===== config.mk =====
export PLATFORM = sky130hd
export DESIGN_NAME = double_ended_queue_top_flat
export DESIGN_NICKNAME = d
export VERILOG_FILES = /design/src/hw/rtl/deq_pkg.sv /design/src/hw/rtl/deq_if.sv /design/src/hw/rtl/double_ended_queue_top.sv /design/src/hw/rtl/deq_front.sv /design/src/hw/rtl/deq_back.sv /design/src/flat_wrapper.sv
export SDC_FILE = /design/constraint.sdc
export NUM_CORES = 1
export LEC_CHECK = 0
export BUFFER_PORTS_ARGS = -buffer_cell sky130_fd_sc_hd__buf_2
export CORE_MARGIN = 3
export CORE_UTILIZATION = 62
export DETAILED_ROUTE_END_ITERATION = 10
export PLACE_DENSITY = 0.8
export SYNTH_ARGS = -nofsm -noshare
export SYNTH_HDL_FRONTEND = slang
export SYNTH_SLANG_ARGS = --single-unit

===== constraint.sdc =====
create_clock -name clk -period 4.6 [get_ports clk]
set_input_delay 0.92 -clock clk [delete_from_list [all_inputs] [get_ports clk]]
set_output_delay 0.92 -clock clk [all_outputs]
set_load 0.005 [all_outputs]

===== src/hw/rtl/deq_pkg.sv =====
package deq_pkg;

    // Field widths of one transaction on each channel
    localparam int OPCODE_W = 3;
    localparam int VALUE_W  = 32;
    localparam int STATUS_W = 2;
    localparam int OCC_W    = 5;

    // Opcodes
    localparam logic [OPCODE_W-1:0] OP_PUSH_FRONT = 3'd0;
    localparam logic [OPCODE_W-1:0] OP_PUSH_BACK  = 3'd1;
    localparam logic [OPCODE_W-1:0] OP_POP_FRONT  = 3'd2;
    localparam logic [OPCODE_W-1:0] OP_POP_BACK   = 3'd3;
    localparam logic [OPCODE_W-1:0] OP_PEEK_FRONT = 3'd4;
    localparam logic [OPCODE_W-1:0] OP_PEEK_BACK  = 3'd5;

    // Status codes
    localparam logic [STATUS_W-1:0] ST_OK    = 2'd0;
    localparam logic [STATUS_W-1:0] ST_EMPTY = 2'd1;
    localparam logic [STATUS_W-1:0] ST_FULL  = 2'd2;

    // Class of a decoded operation
    typedef enum logic [1:0] {
        KIND_PUSH,
        KIND_POP,
        KIND_PEEK,
        KIND_NOP
    } deq_kind_t;

    // Decoded command handed from the front part to the back part
    typedef struct packed {
        deq_kind_t                  kind;
        logic                       at_front;
        logic signed [VALUE_W-1:0]  value;
    } deq_cmd_t;

endpackage


===== src/hw/rtl/deq_if.sv =====
interface deq_req_if import deq_pkg::*; ();
    logic                       valid;
    logic                       ready;
    logic [OPCODE_W-1:0]        opcode;
    logic signed [VALUE_W-1:0]  push_value;

    modport source (output valid, output opcode, output push_value, input ready);
    modport sink   (input valid, input opcode, input push_value, output ready);
endinterface

interface deq_rsp_if import deq_pkg::*; ();
    logic                       valid;
    logic                       ready;
    logic signed [VALUE_W-1:0]  read_value;
    logic [STATUS_W-1:0]        status;
    logic                       is_empty;
    logic [OCC_W-1:0]           occupancy;

    modport source (output valid, output read_value, output status, output is_empty,
                    output occupancy, input ready);
    modport sink   (input valid, input read_value, input status, input is_empty,
                    input occupancy, output ready);
endinterface


===== src/hw/rtl/double_ended_queue_top.sv =====
// Channel | Dir | Payload                                      | Handshake
// req     | in  | opcode[2:0], push_value[31:0] signed         | valid/ready
// rsp     | out | read_value[31:0] signed, status[1:0],        | valid/ready
//         |     | is_empty, occupancy[4:0]                     |
//
// Each request yields one response. Push, error and unused opcodes are
// answered from the execute state; pop and peek add a read state for the
// registered read port of the entry store. A two-entry command queue sits
// in front. Reset clears control and response registers, not stored data.
// A stalled rsp fills the command queue, after which req.ready drops.
module double_ended_queue_top import deq_pkg::*;
#(
    parameter int DEPTH = 16
)
(
    input  logic        clk,
    input  logic        rst_n,
    deq_req_if.sink     req,
    deq_rsp_if.source   rsp
);

    logic       cmd_valid;
    logic       cmd_ready;
    deq_cmd_t   cmd;

    // Accept and classify transactions
    deq_front u_front
    (
        .clk       (clk),
        .rst_n     (rst_n),
        .req       (req),
        .cmd_valid (cmd_valid),
        .cmd       (cmd),
        .cmd_ready (cmd_ready)
    );

    // Carry out queue operations
    deq_back #(
        .DEPTH (DEPTH)
    ) u_back
    (
        .clk       (clk),
        .rst_n     (rst_n),
        .cmd_valid (cmd_valid),
        .cmd       (cmd),
        .cmd_ready (cmd_ready),
        .rsp       (rsp)
    );

endmodule


===== src/hw/rtl/deq_front.sv =====
module deq_front import deq_pkg::*;
(
    input  logic        clk,
    input  logic        rst_n,
    deq_req_if.sink     req,
    output logic        cmd_valid,
    output deq_cmd_t    cmd,
    input  logic        cmd_ready
);

    localparam int QDEPTH = 2;

    deq_cmd_t   q_reg [QDEPTH];
    logic       wr_ptr_reg;
    logic       rd_ptr_reg;
    logic [1:0] q_count_reg;
    deq_cmd_t   dec;
    logic       q_push;
    logic       q_pop;

    // Classify the incoming opcode
    always_comb
    begin
        dec.value    = req.push_value;
        dec.at_front = 1'b0;
        dec.kind     = KIND_NOP;
        case (req.opcode)
            OP_PUSH_FRONT:
            begin
                dec.kind     = KIND_PUSH;
                dec.at_front = 1'b1;
            end
            OP_PUSH_BACK:
            begin
                dec.kind = KIND_PUSH;
            end
            OP_POP_FRONT:
            begin
                dec.kind     = KIND_POP;
                dec.at_front = 1'b1;
            end
            OP_POP_BACK:
            begin
                dec.kind = KIND_POP;
            end
            OP_PEEK_FRONT:
            begin
                dec.kind     = KIND_PEEK;
                dec.at_front = 1'b1;
            end
            OP_PEEK_BACK:
            begin
                dec.kind = KIND_PEEK;
            end
            default:
            begin
                dec.kind = KIND_NOP;
            end
        endcase
    end

    // Command queue handshakes
    assign req.ready = (q_count_reg != 2'(QDEPTH));
    assign q_push    = req.valid && req.ready;
    assign cmd_valid = (q_count_reg != 2'd0);
    assign q_pop     = cmd_valid && cmd_ready;
    assign cmd       = q_reg[rd_ptr_reg];

    // Hold queued commands
    always_ff @(posedge clk)
    begin
        if (q_push)
        begin
            q_reg[wr_ptr_reg] <= dec;
        end
    end

    // Advance queue pointers and count
    always_ff @(posedge clk or negedge rst_n)
    begin
        if (!rst_n)
        begin
            wr_ptr_reg  <= 1'b0;
            rd_ptr_reg  <= 1'b0;
            q_count_reg <= 2'd0;
        end
        else
        begin
            if (q_push)
            begin
                wr_ptr_reg <= ~wr_ptr_reg;
            end
            if (q_pop)
            begin
                rd_ptr_reg <= ~rd_ptr_reg;
            end
            if (q_push && !q_pop)
            begin
                q_count_reg <= q_count_reg + 2'd1;
            end
            else if (q_pop && !q_push)
            begin
                q_count_reg <= q_count_reg - 2'd1;
            end
        end
    end

endmodule


===== src/hw/rtl/deq_back.sv =====
module deq_back import deq_pkg::*;
#(
    parameter int DEPTH = 16
)
(
    input  logic        clk,
    input  logic        rst_n,
    input  logic        cmd_valid,
    input  deq_cmd_t    cmd,
    output logic        cmd_ready,
    deq_rsp_if.source   rsp
);

    localparam int IDX_W = (DEPTH > 1) ? $clog2(DEPTH) : 1;
    localparam int CNT_W = $clog2(DEPTH + 1);
    localparam logic [IDX_W-1:0] IDX_LAST  = IDX_W'(DEPTH - 1);
    localparam logic [CNT_W-1:0] DEPTH_CNT = CNT_W'(DEPTH);
    localparam logic [IDX_W:0]   DEPTH_SUM = (IDX_W + 1)'(DEPTH);

    typedef enum logic {
        S_EXEC,
        S_READ
    } state_t;

    state_t                     state_reg, state_next;
    logic [IDX_W-1:0]           front_reg, front_next;
    logic [CNT_W-1:0]           count_reg, count_next;
    logic                       rsp_valid_reg, rsp_valid_next;
    logic signed [VALUE_W-1:0]  rsp_value_reg, rsp_value_next;
    logic [STATUS_W-1:0]        rsp_status_reg, rsp_status_next;
    logic                       rsp_empty_reg, rsp_empty_next;
    logic [OCC_W-1:0]           rsp_occ_reg, rsp_occ_next;

    logic signed [VALUE_W-1:0]  mem [DEPTH];
    logic signed [VALUE_W-1:0]  rd_data_reg;
    logic                       mem_we;
    logic                       mem_re;
    logic [IDX_W-1:0]           mem_wr_addr;
    logic [IDX_W-1:0]           mem_rd_addr;

    logic                       take;
    logic                       is_full;
    logic                       is_empty;
    logic [IDX_W-1:0]           front_dec;
    logic [IDX_W-1:0]           front_inc;
    logic [IDX_W:0]             push_sum;
    logic [IDX_W:0]             back_sum;
    logic [IDX_W-1:0]           push_slot;
    logic [IDX_W-1:0]           back_slot;

    // Slot arithmetic modulo DEPTH
    assign is_full   = (count_reg == DEPTH_CNT);
    assign is_empty  = (count_reg == '0);
    assign front_dec = (front_reg == '0) ? IDX_LAST : front_reg - 1'b1;
    assign front_inc = (front_reg == IDX_LAST) ? '0 : front_reg + 1'b1;
    assign push_sum  = (IDX_W + 1)'(front_reg) + (IDX_W + 1)'(IDX_W'(count_reg));
    assign back_sum  = (IDX_W + 1)'(front_reg) + (IDX_W + 1)'(IDX_W'(count_reg - 1'b1));
    assign push_slot = (push_sum >= DEPTH_SUM) ? IDX_W'(push_sum - DEPTH_SUM)
                                               : IDX_W'(push_sum);
    assign back_slot = (back_sum >= DEPTH_SUM) ? IDX_W'(back_sum - DEPTH_SUM)
                                               : IDX_W'(back_sum);

    // Take a command only in the execute state, when the response register is free or frees up this cycle
    assign cmd_ready = (state_reg == S_EXEC) && (!rsp_valid_reg || rsp.ready);
    assign take      = cmd_valid && cmd_ready;

    // Execute one command
    always_comb
    begin
        state_next      = state_reg;
        front_next      = front_reg;
        count_next      = count_reg;
        rsp_valid_next  = rsp_valid_reg && !rsp.ready;
        rsp_value_next  = rsp_value_reg;
        rsp_status_next = rsp_status_reg;
        rsp_empty_next  = rsp_empty_reg;
        rsp_occ_next    = rsp_occ_reg;
        mem_we          = 1'b0;
        mem_re          = 1'b0;
        mem_wr_addr     = front_reg;
        mem_rd_addr     = front_reg;
        case (state_reg)
            S_EXEC:
            begin
                if (take)
                begin
                    rsp_valid_next  = 1'b1;
                    rsp_value_next  = '0;
                    rsp_status_next = ST_OK;
                    case (cmd.kind)
                        KIND_PUSH:
                        begin
                            if (is_full)
                            begin
                                rsp_status_next = ST_FULL;
                            end
                            else
                            begin
                                mem_we     = 1'b1;
                                count_next = count_reg + 1'b1;
                                if (cmd.at_front)
                                begin
                                    mem_wr_addr = front_dec;
                                    front_next  = front_dec;
                                end
                                else
                                begin
                                    mem_wr_addr = push_slot;
                                end
                            end
                        end
                        KIND_POP, KIND_PEEK:
                        begin
                            if (is_empty)
                            begin
                                rsp_status_next = ST_EMPTY;
                            end
                            else
                            begin
                                mem_re         = 1'b1;
                                mem_rd_addr    = cmd.at_front ? front_reg : back_slot;
                                rsp_valid_next = 1'b0;
                                state_next     = S_READ;
                                if (cmd.kind == KIND_POP)
                                begin
                                    count_next = count_reg - 1'b1;
                                    if (cmd.at_front)
                                    begin
                                        front_next = front_inc;
                                    end
                                end
                            end
                        end
                        default:
                        begin
                        end
                    endcase
                    rsp_occ_next   = OCC_W'(count_next);
                    rsp_empty_next = (count_next == '0);
                end
            end
            S_READ:
            begin
                rsp_valid_next  = 1'b1;
                rsp_value_next  = rd_data_reg;
                rsp_status_next = ST_OK;
                rsp_occ_next    = OCC_W'(count_reg);
                rsp_empty_next  = is_empty;
                state_next      = S_EXEC;
            end
            default:
            begin
                state_next = S_EXEC;
            end
        endcase
    end

    // Hold state, pointers and the response register
    always_ff @(posedge clk or negedge rst_n)
    begin
        if (!rst_n)
        begin
            state_reg      <= S_EXEC;
            front_reg      <= '0;
            count_reg      <= '0;
            rsp_valid_reg  <= 1'b0;
            rsp_value_reg  <= '0;
            rsp_status_reg <= ST_OK;
            rsp_empty_reg  <= 1'b1;
            rsp_occ_reg    <= '0;
        end
        else
        begin
            state_reg      <= state_next;
            front_reg      <= front_next;
            count_reg      <= count_next;
            rsp_valid_reg  <= rsp_valid_next;
            rsp_value_reg  <= rsp_value_next;
            rsp_status_reg <= rsp_status_next;
            rsp_empty_reg  <= rsp_empty_next;
            rsp_occ_reg    <= rsp_occ_next;
        end
    end

    // Entry store: one write port, one registered read port
    always_ff @(posedge clk)
    begin
        if (mem_we)
        begin
            mem[mem_wr_addr] <= cmd.value;
        end
        if (mem_re)
        begin
            rd_data_reg <= mem[mem_rd_addr];
        end
    end

    assign rsp.valid      = rsp_valid_reg;
    assign rsp.read_value = rsp_value_reg;
    assign rsp.status     = rsp_status_reg;
    assign rsp.is_empty   = rsp_empty_reg;
    assign rsp.occupancy  = rsp_occ_reg;

    // Count never exceeds the store size
    a_count_bound: assert property (@(posedge clk) disable iff (!rst_n)
        count_reg <= DEPTH_CNT)
        else $error("entry count above depth");

    // The read cycle always finds the response register free
    a_read_slot_free: assert property (@(posedge clk) disable iff (!rst_n)
        state_reg == S_READ |-> !rsp_valid_reg)
        else $error("response register busy during read");

    // A held response reports the current occupancy
    a_rsp_occ: assert property (@(posedge clk) disable iff (!rst_n)
        rsp_valid_reg |-> rsp_occ_reg == OCC_W'(count_reg))
        else $error("response occupancy out of step with count");

    // A store write grows the count by one
    a_push_count: assert property (@(posedge clk) disable iff (!rst_n)
        mem_we |=> count_reg == $past(count_reg) + 1'b1)
        else $error("push did not advance count");

    // A full status only comes from a full store
    a_full_status: assert property (@(posedge clk) disable iff (!rst_n)
        rsp_valid_reg && rsp_status_reg == ST_FULL |-> count_reg == DEPTH_CNT)
        else $error("full status with room left");

endmodule


===== src/flat_wrapper.sv =====
// flat-port wrapper written by rule: the top's interface ports become plain ports
module double_ended_queue_top_flat import deq_pkg::*;
#(
    parameter int DEPTH = 16
)
  (clk, rst_n, req_valid, req_opcode, req_push_value, req_ready, rsp_valid, rsp_read_value, rsp_status, rsp_is_empty, rsp_occupancy, rsp_ready);
  deq_req_if req_i ();
  deq_rsp_if rsp_i ();
  input  logic clk;
  input  logic rst_n;
  input wire logic [$bits(req_i.valid)-1:0] req_valid;
  input wire logic [$bits(req_i.opcode)-1:0] req_opcode;
  input wire logic [$bits(req_i.push_value)-1:0] req_push_value;
  output wire logic [$bits(req_i.ready)-1:0] req_ready;
  output wire logic [$bits(rsp_i.valid)-1:0] rsp_valid;
  output wire logic [$bits(rsp_i.read_value)-1:0] rsp_read_value;
  output wire logic [$bits(rsp_i.status)-1:0] rsp_status;
  output wire logic [$bits(rsp_i.is_empty)-1:0] rsp_is_empty;
  output wire logic [$bits(rsp_i.occupancy)-1:0] rsp_occupancy;
  input wire logic [$bits(rsp_i.ready)-1:0] rsp_ready;
  assign req_i.valid = req_valid;
  assign req_i.opcode = req_opcode;
  assign req_i.push_value = req_push_value;
  assign req_ready = req_i.ready;
  assign rsp_valid = rsp_i.valid;
  assign rsp_read_value = rsp_i.read_value;
  assign rsp_status = rsp_i.status;
  assign rsp_is_empty = rsp_i.is_empty;
  assign rsp_occupancy = rsp_i.occupancy;
  assign rsp_i.ready = rsp_ready;
  double_ended_queue_top #(.DEPTH(DEPTH)) u_core (.clk(clk), .rst_n(rst_n), .req(req_i), .rsp(rsp_i));
endmodule

==> flow_summary_export.csv, run 1 <==
group,metric,value,unit
drt,detail_route.vias_per_cell,6.60,
synth,synth_edf_count,614,
global_route,grt_start_max_net_pins,108,
drt,drtPass1Iterations,6,
floorplan,coreArea,42500,um^2
drt,post-route-drc-count,0,
floorplan,num_rows,75,
pwr,max-vdd-ir-drop,711,uV
pwr,cellPowerDensity,713,nW/um^2
placement,gp_congestion,0.863,
pwr,clock_power_share,24.6,%
synth,yosys_register_bits,669,
sta,skew,0.0232,ns
clock_network,postCtsHoldBufs,0,
setup_path,worstPathArrival,4.38,ns
floorplan,ios,81,
synth,synthesized_area_per_cell,14.8,um^2
synth,ys_async_sr_fraction,8.22,%
final_layout,seq_area,19800,um^2
sta,slew_violations,0,
outcome,run_status,"finished clean",
setup_path,cp_data_required_time,4.91,ns
drt,num_vias,16600,
job,timing.max_cap.violations,0,
setup_path,worst_r2r_startpoint,"u_core.u_back.count_reg[0]$_DFFE_PN0P_",
setup_path,series_of_cell_instances_along_the_critical_path,"inv_1 > ha_1 > or4b_4 > and2_4 > and3_4 > or2_4 > buf_12 > a211oi_1 > a311oi_1 > or4_1",
pwr,p_sw_share,36.9,%
pwr,seqPwrFrac,39.8,%
synth,post-synth-top-area-fraction,68.3,%
clock_network,ctsHtreeMaxLevel,3,
setup_path,criticalPathCategory,"reg2reg",
clock_network,clock-root-buffer,"sky130_fd_sc_hd__clkbuf_16",
sta,unrepaired_setup_endpoints_after_global_routing,"false",
sta,timing.final.crit_share,88.3,%
floorplan,die_height,215,um
sta,hold_viol_final,0,
clock_network,clk-insertion-delay-late,0.59,ns
sta,timing.final.setup_violations,0,
final_layout,layout.nets,1948,
clock_network,cts_max_path_buffers,3,
final_layout,multi_input_comb_area,6660,um^2
clock_network,cts_setup_buffers,0,
clock_network,tritoncts,"yes",
pwr,power.static_leakage,10.1,nW
setup_path,reg2reg_to,"u_core.u_back.rd_data_reg[3]$_DFFE_PP_",
floorplan,dieArea,46100,um^2
pwr,cell_internal_pwr,13.7,mW
placement,hpwlAfterDp,34500,um
final_layout,drive_gt1_share,16.8,%
synth,synth-seq-area-share,73.4,%
synth,mappedNetlistArea,27000,um^2
clock_network,clock_sink_count,669,
setup_path,element_type_at_the_critical_path_start,"flop",
clock_network,inserted_clock_buffers,67,
synth,net_count_after_synthesis,1885,
synth,synth_warnings,0,
setup_path,critical-path-slowest-cell,"sky130_fd_sc_hd__or4_1",
final_layout,largest_register_ffs,512,
setup_path,critical_path_peak_fanout,107,
setup_path,regToRegSetupSlack,0.54,ns
synth,post_synthesis_cells,1829,
setup_path,max_stage_delay,0.56,ns
synth,synth_top_area_cell,"sky130_fd_sc_hd__edfxtp_1",
sta,timing.max_slew.rel_slack,24.5,%
setup_path,rr_worst_depth,10,
global_route,grt.overflow.total,0,
final_layout,relative_area_change_from_synthesis_to_final_layout,12.8,%
sta,achievable-frequency,246,MHz
floorplan,initial_core_util,63.5,%
sta,finalCriticalPeriod,4.06,ns
setup_path,timing.critical_path.to_type,"flop",
global_route,first_global_vias,16600,
setup_path,critPathBufInv,2,
synth,postSynth.topFlopCell,"sky130_fd_sc_hd__edfxtp_1",
drt,avgRoutedWirePerCell,25.5,um
clock_network,cts_repair_resize_count,0,
drt,totalWireLength,64200,um
sta,tightestPinTransition,1.13,ns
synth,synth.lib_cells_used.distinct,58,
global_route,grt_pass1_wl,98000,um
worst_hold_path,worst_hold_path_type,"in2async",
final_layout,layout.filler_cells,2579,
pwr,total_switching_power,8.00,mW
global_route,number_of_antenna_violations_at_the_first_check_in_global_routing,0,
setup_path,cpLargestDelayFamily,"simple AND/OR/NAND/NOR gates",
placement,port-buffer-count,80,
floorplan,fp.dieW,215,um
global_route,groute.usage.overall,27.8,%
final_layout,num_antenna_cells,0,
synth,synthTopCellsByArea,"sky130_fd_sc_hd__edfxtp_1 68%, sky130_fd_sc_hd__dfrtp_1 5.0%, sky130_fd_sc_hd__nand2_1 4.9%",
setup_path,crit_cells,10,
final_layout,layout.core_utilization,71.6,%
drt,drt_first_iter_violations,2079,
clock_network,clkTransAtPathRegs,0.06,ns
sta,setup-tns-final,0,ns
drt,drt_antenna_net_count,0,
pwr,share_comb_of_total_power,35.6,%
-- synth_stat cells (30+ instances only) --
cell,count
sky130_fd_sc_hd__dfrtp_1,54
sky130_fd_sc_hd__a211oi_1,99
sky130_fd_sc_hd__a311oi_1,128
sky130_fd_sc_hd__mux2_2,35
sky130_fd_sc_hd__nor2_1,33
sky130_fd_sc_hd__nand2_1,354
sky130_fd_sc_hd__o21ai_0,49
sky130_fd_sc_hd__a211oi_2,30
sky130_fd_sc_hd__nor3b_1,128
sky130_fd_sc_hd__edfxtp_1,614
sky130_fd_sc_hd__or4_1,32
sky130_fd_sc_hd__clkbuf_1,105
-- cell type report --
type                            count  area share (%)
Clock buffer                       92            6.23
Clock inverter                     30           0.901
Inverter                           17           0.210
Multi-Input combinational cell   1004            21.9
Sequential cell                   669            65.1
Tap cell                          577            2.37
Timing Repair Buffer              133            3.28
-- power groups by stage --
| stage | sequential (mW) | clock, mW | combinational (mW) |
|---|---|---|---|
| after floorplan | 8.50 | 0 | 5.27 |
| after global placement | 8.71 | 0 | 7.28 |
| after detailed placement | 8.73 | 0 | 7.51 |
| after CTS | 8.61 | 5.41 | 7.62 |
| after global routing | 8.68 | 5.66 | 8.37 |
| final | 8.62 | 5.34 | 7.73 |
-- cell families (layout without fill, tap and decap cells) --
logic type | Yosys count | in the layout | share of synthesized area (%)
simple gates | 583 | 583 | 10.7
mux | 41 | 41 | 1.68
xor+xnor | 13 | 13 | 0.422
buf+inv | 156 | 272 | 2.53
compound gates | 350 | 350 | 10.4
fa+ha+maj | 17 | 17 | 0.844
flops | 669 | 669 | 73.4
-- layer usage --
layer	global-route usage [%]	routed length, um	vias to the layer above
met5	0	0	-
met4	10.8	2180	0
met3	5.63	7070	174
met2	43.2	30200	1012
met1	39.4	24800	8244
li1	-	-	7211
-- placed cells by master (no fill, tap or decap), drive strengths merged, types with 3 or more instances in the layout --
cell type  instances
o21ai             49
mux2              35
nand3              6
or2                3
o21a               3
and3               3
nor3               5
mux2i              6
xor2               6
o22ai              3
buf              133
ha                15
nand2b             5
a21oi             16
a221o              3
xnor2              7
bufinv             4
nor3b            128
inv               20
o211ai             3
a211oi           129
clkbuf            92
or4               32
nand2            354
edfxtp           614
a311oi           128
dfrtp             54
nor2              33
clkinv            23
-- worst max-delay path by stage --
stage                                           start                                      end  slack, ns
4_1_cts        u_core.u_back.count_reg[0]$_DFFE_PN0P_   u_core.u_back.rd_data_reg[3]$_DFFE_PP_       0.62
3_3_place_gp   u_core.u_back.count_reg[0]$_DFFE_PN0P_  u_core.u_back.rd_data_reg[15]$_DFFE_PP_       0.79
5_1_grt        u_core.u_back.count_reg[0]$_DFFE_PN0P_  u_core.u_back.rd_data_reg[28]$_DFFE_PP_       0.46
6_report       u_core.u_back.count_reg[0]$_DFFE_PN0P_   u_core.u_back.rd_data_reg[3]$_DFFE_PP_       0.54
3_5_place_dp                                rsp_ready  u_core.u_back.rd_data_reg[31]$_DFFE_PP_       0.68
2_1_floorplan                               rsp_ready        u_core.u_back.mem[0][0]$_DFFE_PP_       0.42
-- stage by stage --
stage               power [mW]  instance area [um^2]  setup WS, ns  hold WS (ns)  cells
floorplan                 13.8                 27000         0.420         0.430   1829
global placement          16.0                 28300         0.787         0.439   2400
detailed placement        16.2                 28300         0.685         0.442   2400
CTS                       21.6                 30400         0.621         0.461   2522
global route              22.7                 30400         0.464         0.486   2522
finish                    21.7                 30400         0.537         0.457   2522
(Power assumes the default switching activity.)
==> run 2: changes to the inputs <==
Settings changed: CORE_ASPECT_RATIO set to 2, GPL_TIMING_DRIVEN set to 0.
==> run 2 against run 1 <==
Compared with the run above: register-to-register slack lost 0.48 ns; clock power decreased by 16%; clock skew fell by 0.0070 ns; highest routed layer unchanged.
==> flow_summary_export.csv, run 2 (same netlist as run 1, synthesis figures left out) <==
group,metric,value,unit
placement,hpwlAfterDp,50400,um
clock_network,ctsHtreeMaxLevel,2,
floorplan,ios,81,
sta,timing.max_slew.rel_slack,34.9,%
clock_network,inserted_clock_buffers,55,
sta,finalCriticalPeriod,4.54,ns
drt,drt_antenna_net_count,0,
sta,tightestPinTransition,0.977,ns
pwr,max-vdd-ir-drop,495,uV
outcome,run_status,"finished clean",
sta,setup-tns-final,0,ns
final_layout,num_antenna_cells,0,
floorplan,die_height,301,um
floorplan,initial_core_util,63.0,%
sta,skew,0.0162,ns
pwr,cellPowerDensity,735,nW/um^2
final_layout,largest_register_ffs,512,
final_layout,drive_gt1_share,17.2,%
drt,totalWireLength,76800,um
final_layout,post_layout_nonfiller_instances,2575,
worst_hold_path,worst_hold_path_type,"in2async",
setup_path,criticalPathCategory,"reg2reg",
placement,place_inst,2473,
final_layout,layout.filler_cells,2676,
final_layout,layout.nets,2040,
drt,avgRoutedWirePerCell,29.8,um
sta,timing.final.crit_share,98.7,%
global_route,grt.met3_usage,5.71,%
placement,gp_congestion,0.913,
floorplan,fp.dieW,154,um
global_route,groute.usage.overall,33.0,%
global_route,gr-max-usage-layer,"met2",
global_route,grt_use_met1,36.7,%
global_route,gr-usage-met2,57.9,%
final_layout,layout_commonest_cell,"sky130_fd_sc_hd__edfxtp_1",
drt,num_vias,17700,
sta,hold_viol_final,0,
sta,layout_setup_ws,0.0605,ns
floorplan,num_rows,107,
clock_network,tritoncts,"yes",
drt,drtPass1Iterations,6,
sta,hold-worst-slack,0.375,ns
global_route,grt_pass1_wl,113000,um
floorplan,coreArea,42800,um^2
setup_path,element_type_at_the_critical_path_start,"flop",
clock_network,cts_max_path_buffers,3,
clock_network,clock_sink_count,669,
setup_path,setup.worst_path.start,"u_core.u_back.count_reg[0]$_DFFE_PN0P_",
placement,port-buffer-count,80,
floorplan,dieArea,46200,um^2
sta,achievable-frequency,220,MHz
setup_path,worstPathArrival,4.84,ns
sta,timing.final.setup_violations,0,
sta,slew_violations,0,
global_route,grt.overflow.total,0,
clock_network,clk-insertion-delay-late,0.60,ns
global_route,grt_start_max_net_pins,56,
job,timing.max_cap.violations,0,
clock_network,clkTransAtPathRegs,0.07,ns
setup_path,timing.critical_path.to_type,"flop",
setup_path,worst_r2r_startpoint,"u_core.u_back.count_reg[0]$_DFFE_PN0P_",
clock_network,clock-root-buffer,"sky130_fd_sc_hd__clkbuf_16",
placement,detailedPlace.worstSlack,-1.06,ns
setup_path,cp_data_required_time,4.90,ns
final_layout,relative_area_change_from_synthesis_to_final_layout,12.6,%
final_layout,most-common-layout-cells,"614 x sky130_fd_sc_hd__edfxtp_1, 354 x sky130_fd_sc_hd__nand2_1, 128 x sky130_fd_sc_hd__nor3b_1",
drt,drt_first_iter_violations,2420,
clock_network,cts_setup_buffers,0,
global_route,number_of_antenna_violations_at_the_first_check_in_global_routing,0,
drt,post-route-drc-count,0,
pwr,power.static_leakage,10.1,nW
drt,detail_route.vias_per_cell,6.89,
setup_path,critical_path_peak_fanout,10,
global_route,first_global_vias,18600,
[run 2: cell count changes in the layout (fill, tap and decap cells not counted), moves of 5 or more]
cell / delta
sky130_fd_sc_hd__buf_4: -33
sky130_fd_sc_hd__clkbuf_1: +57
sky130_fd_sc_hd__clkbuf_16: -14
sky130_fd_sc_hd__clkbuf_2: +42
sky130_fd_sc_hd__clkinv_2: +5
sky130_fd_sc_hd__buf_2: +13
sky130_fd_sc_hd__buf_1: +7
sky130_fd_sc_hd__buf_6: +10
[run 2: cell type report]
| cell class | instances | area, um^2 | share of cell area (%) |
|---|---|---|---|
| Multi-Input combinational cell | 1004 | 6650 | 21.9 |
| Timing Repair Buffer | 99 | 813 | 2.68 |
| Sequential cell | 669 | 19800 | 65.2 |
| Tap cell | 545 | 682 | 2.24 |
| Clock buffer | 70 | 1480 | 4.85 |
| Clock inverter | 33 | 209 | 0.688 |
| Inverter | 17 | 63.8 | 0.210 |
| Buffer | 138 | 678 | 2.23 |
[run 2: timing repair]
item	4_1_cts	5_1_grt
gates resized for setup	23	63
endpoints found under the hold margin	0	0
endpoints found under the setup margin	287	53
hold buffers	0	0
[run 2: critical path, stage by stage (launching register included)]
cell	delay, ns
sky130_fd_sc_hd__dfrtp_1	0.38
sky130_fd_sc_hd__clkbuf_1	0.30
sky130_fd_sc_hd__inv_1	0.16
sky130_fd_sc_hd__ha_1	0.32
sky130_fd_sc_hd__xor2_1	0.19
sky130_fd_sc_hd__ha_1	0.40
sky130_fd_sc_hd__inv_1	0.06
sky130_fd_sc_hd__o221a_2	0.24
sky130_fd_sc_hd__o211ai_1	0.35
sky130_fd_sc_hd__xnor2_1	0.17
sky130_fd_sc_hd__nand2_1	0.40
sky130_fd_sc_hd__clkbuf_2	0.52
sky130_fd_sc_hd__a311oi_1	0.13
sky130_fd_sc_hd__or4_1	0.62
[run 2: power by group]
group          total, mW  switching [mW]  internal [mW]
Combinational       9.39            6.76           2.63
Sequential          8.46           0.317           8.14
Clock               4.48            2.14           2.34
Total               22.3            9.22           13.1
[run 2: per-stage QoR]
step	utilization (%)	instance area, um^2	power [mW]
CTS	70.8	30300	22.0
finish	70.9	30400	22.3
detailed placement	66.8	28600	17.5
floorplan	-	27000	13.8
global placement	65.5	28100	17.0
global route	70.9	30400	23.0
[run 2: path summary, 6_finish.rpt]
check                                                               endpoint  slack [ns]  depth (start not counted)
worst max-delay path                 u_core.u_back.rd_data_reg[13]$_DFFE_PP_        0.06                         13
worst min-delay path               u_core.u_front.q_count_reg[0]$_DFFE_PN0P_        0.37                          1
worst max register to register       u_core.u_back.rd_data_reg[13]$_DFFE_PP_        0.06                         13
worst min register to register   u_core.u_back.rsp.read_value[9]$_DFFE_PN0P_        0.46                          2
max in group asynchronous       u_core.u_back.rsp.read_value[12]$_DFFE_PN0P_        3.70                          1
min in group clk                 u_core.u_back.rsp.read_value[9]$_DFFE_PN0P_        0.46                          2
[run 2: per-layer routing]
metal	vias to the layer above	part of all wire, %
li1	7396	-
met1	8679	31
met2	1336	51
met3	330	9.8
met4	0	7.9
met5	-	0
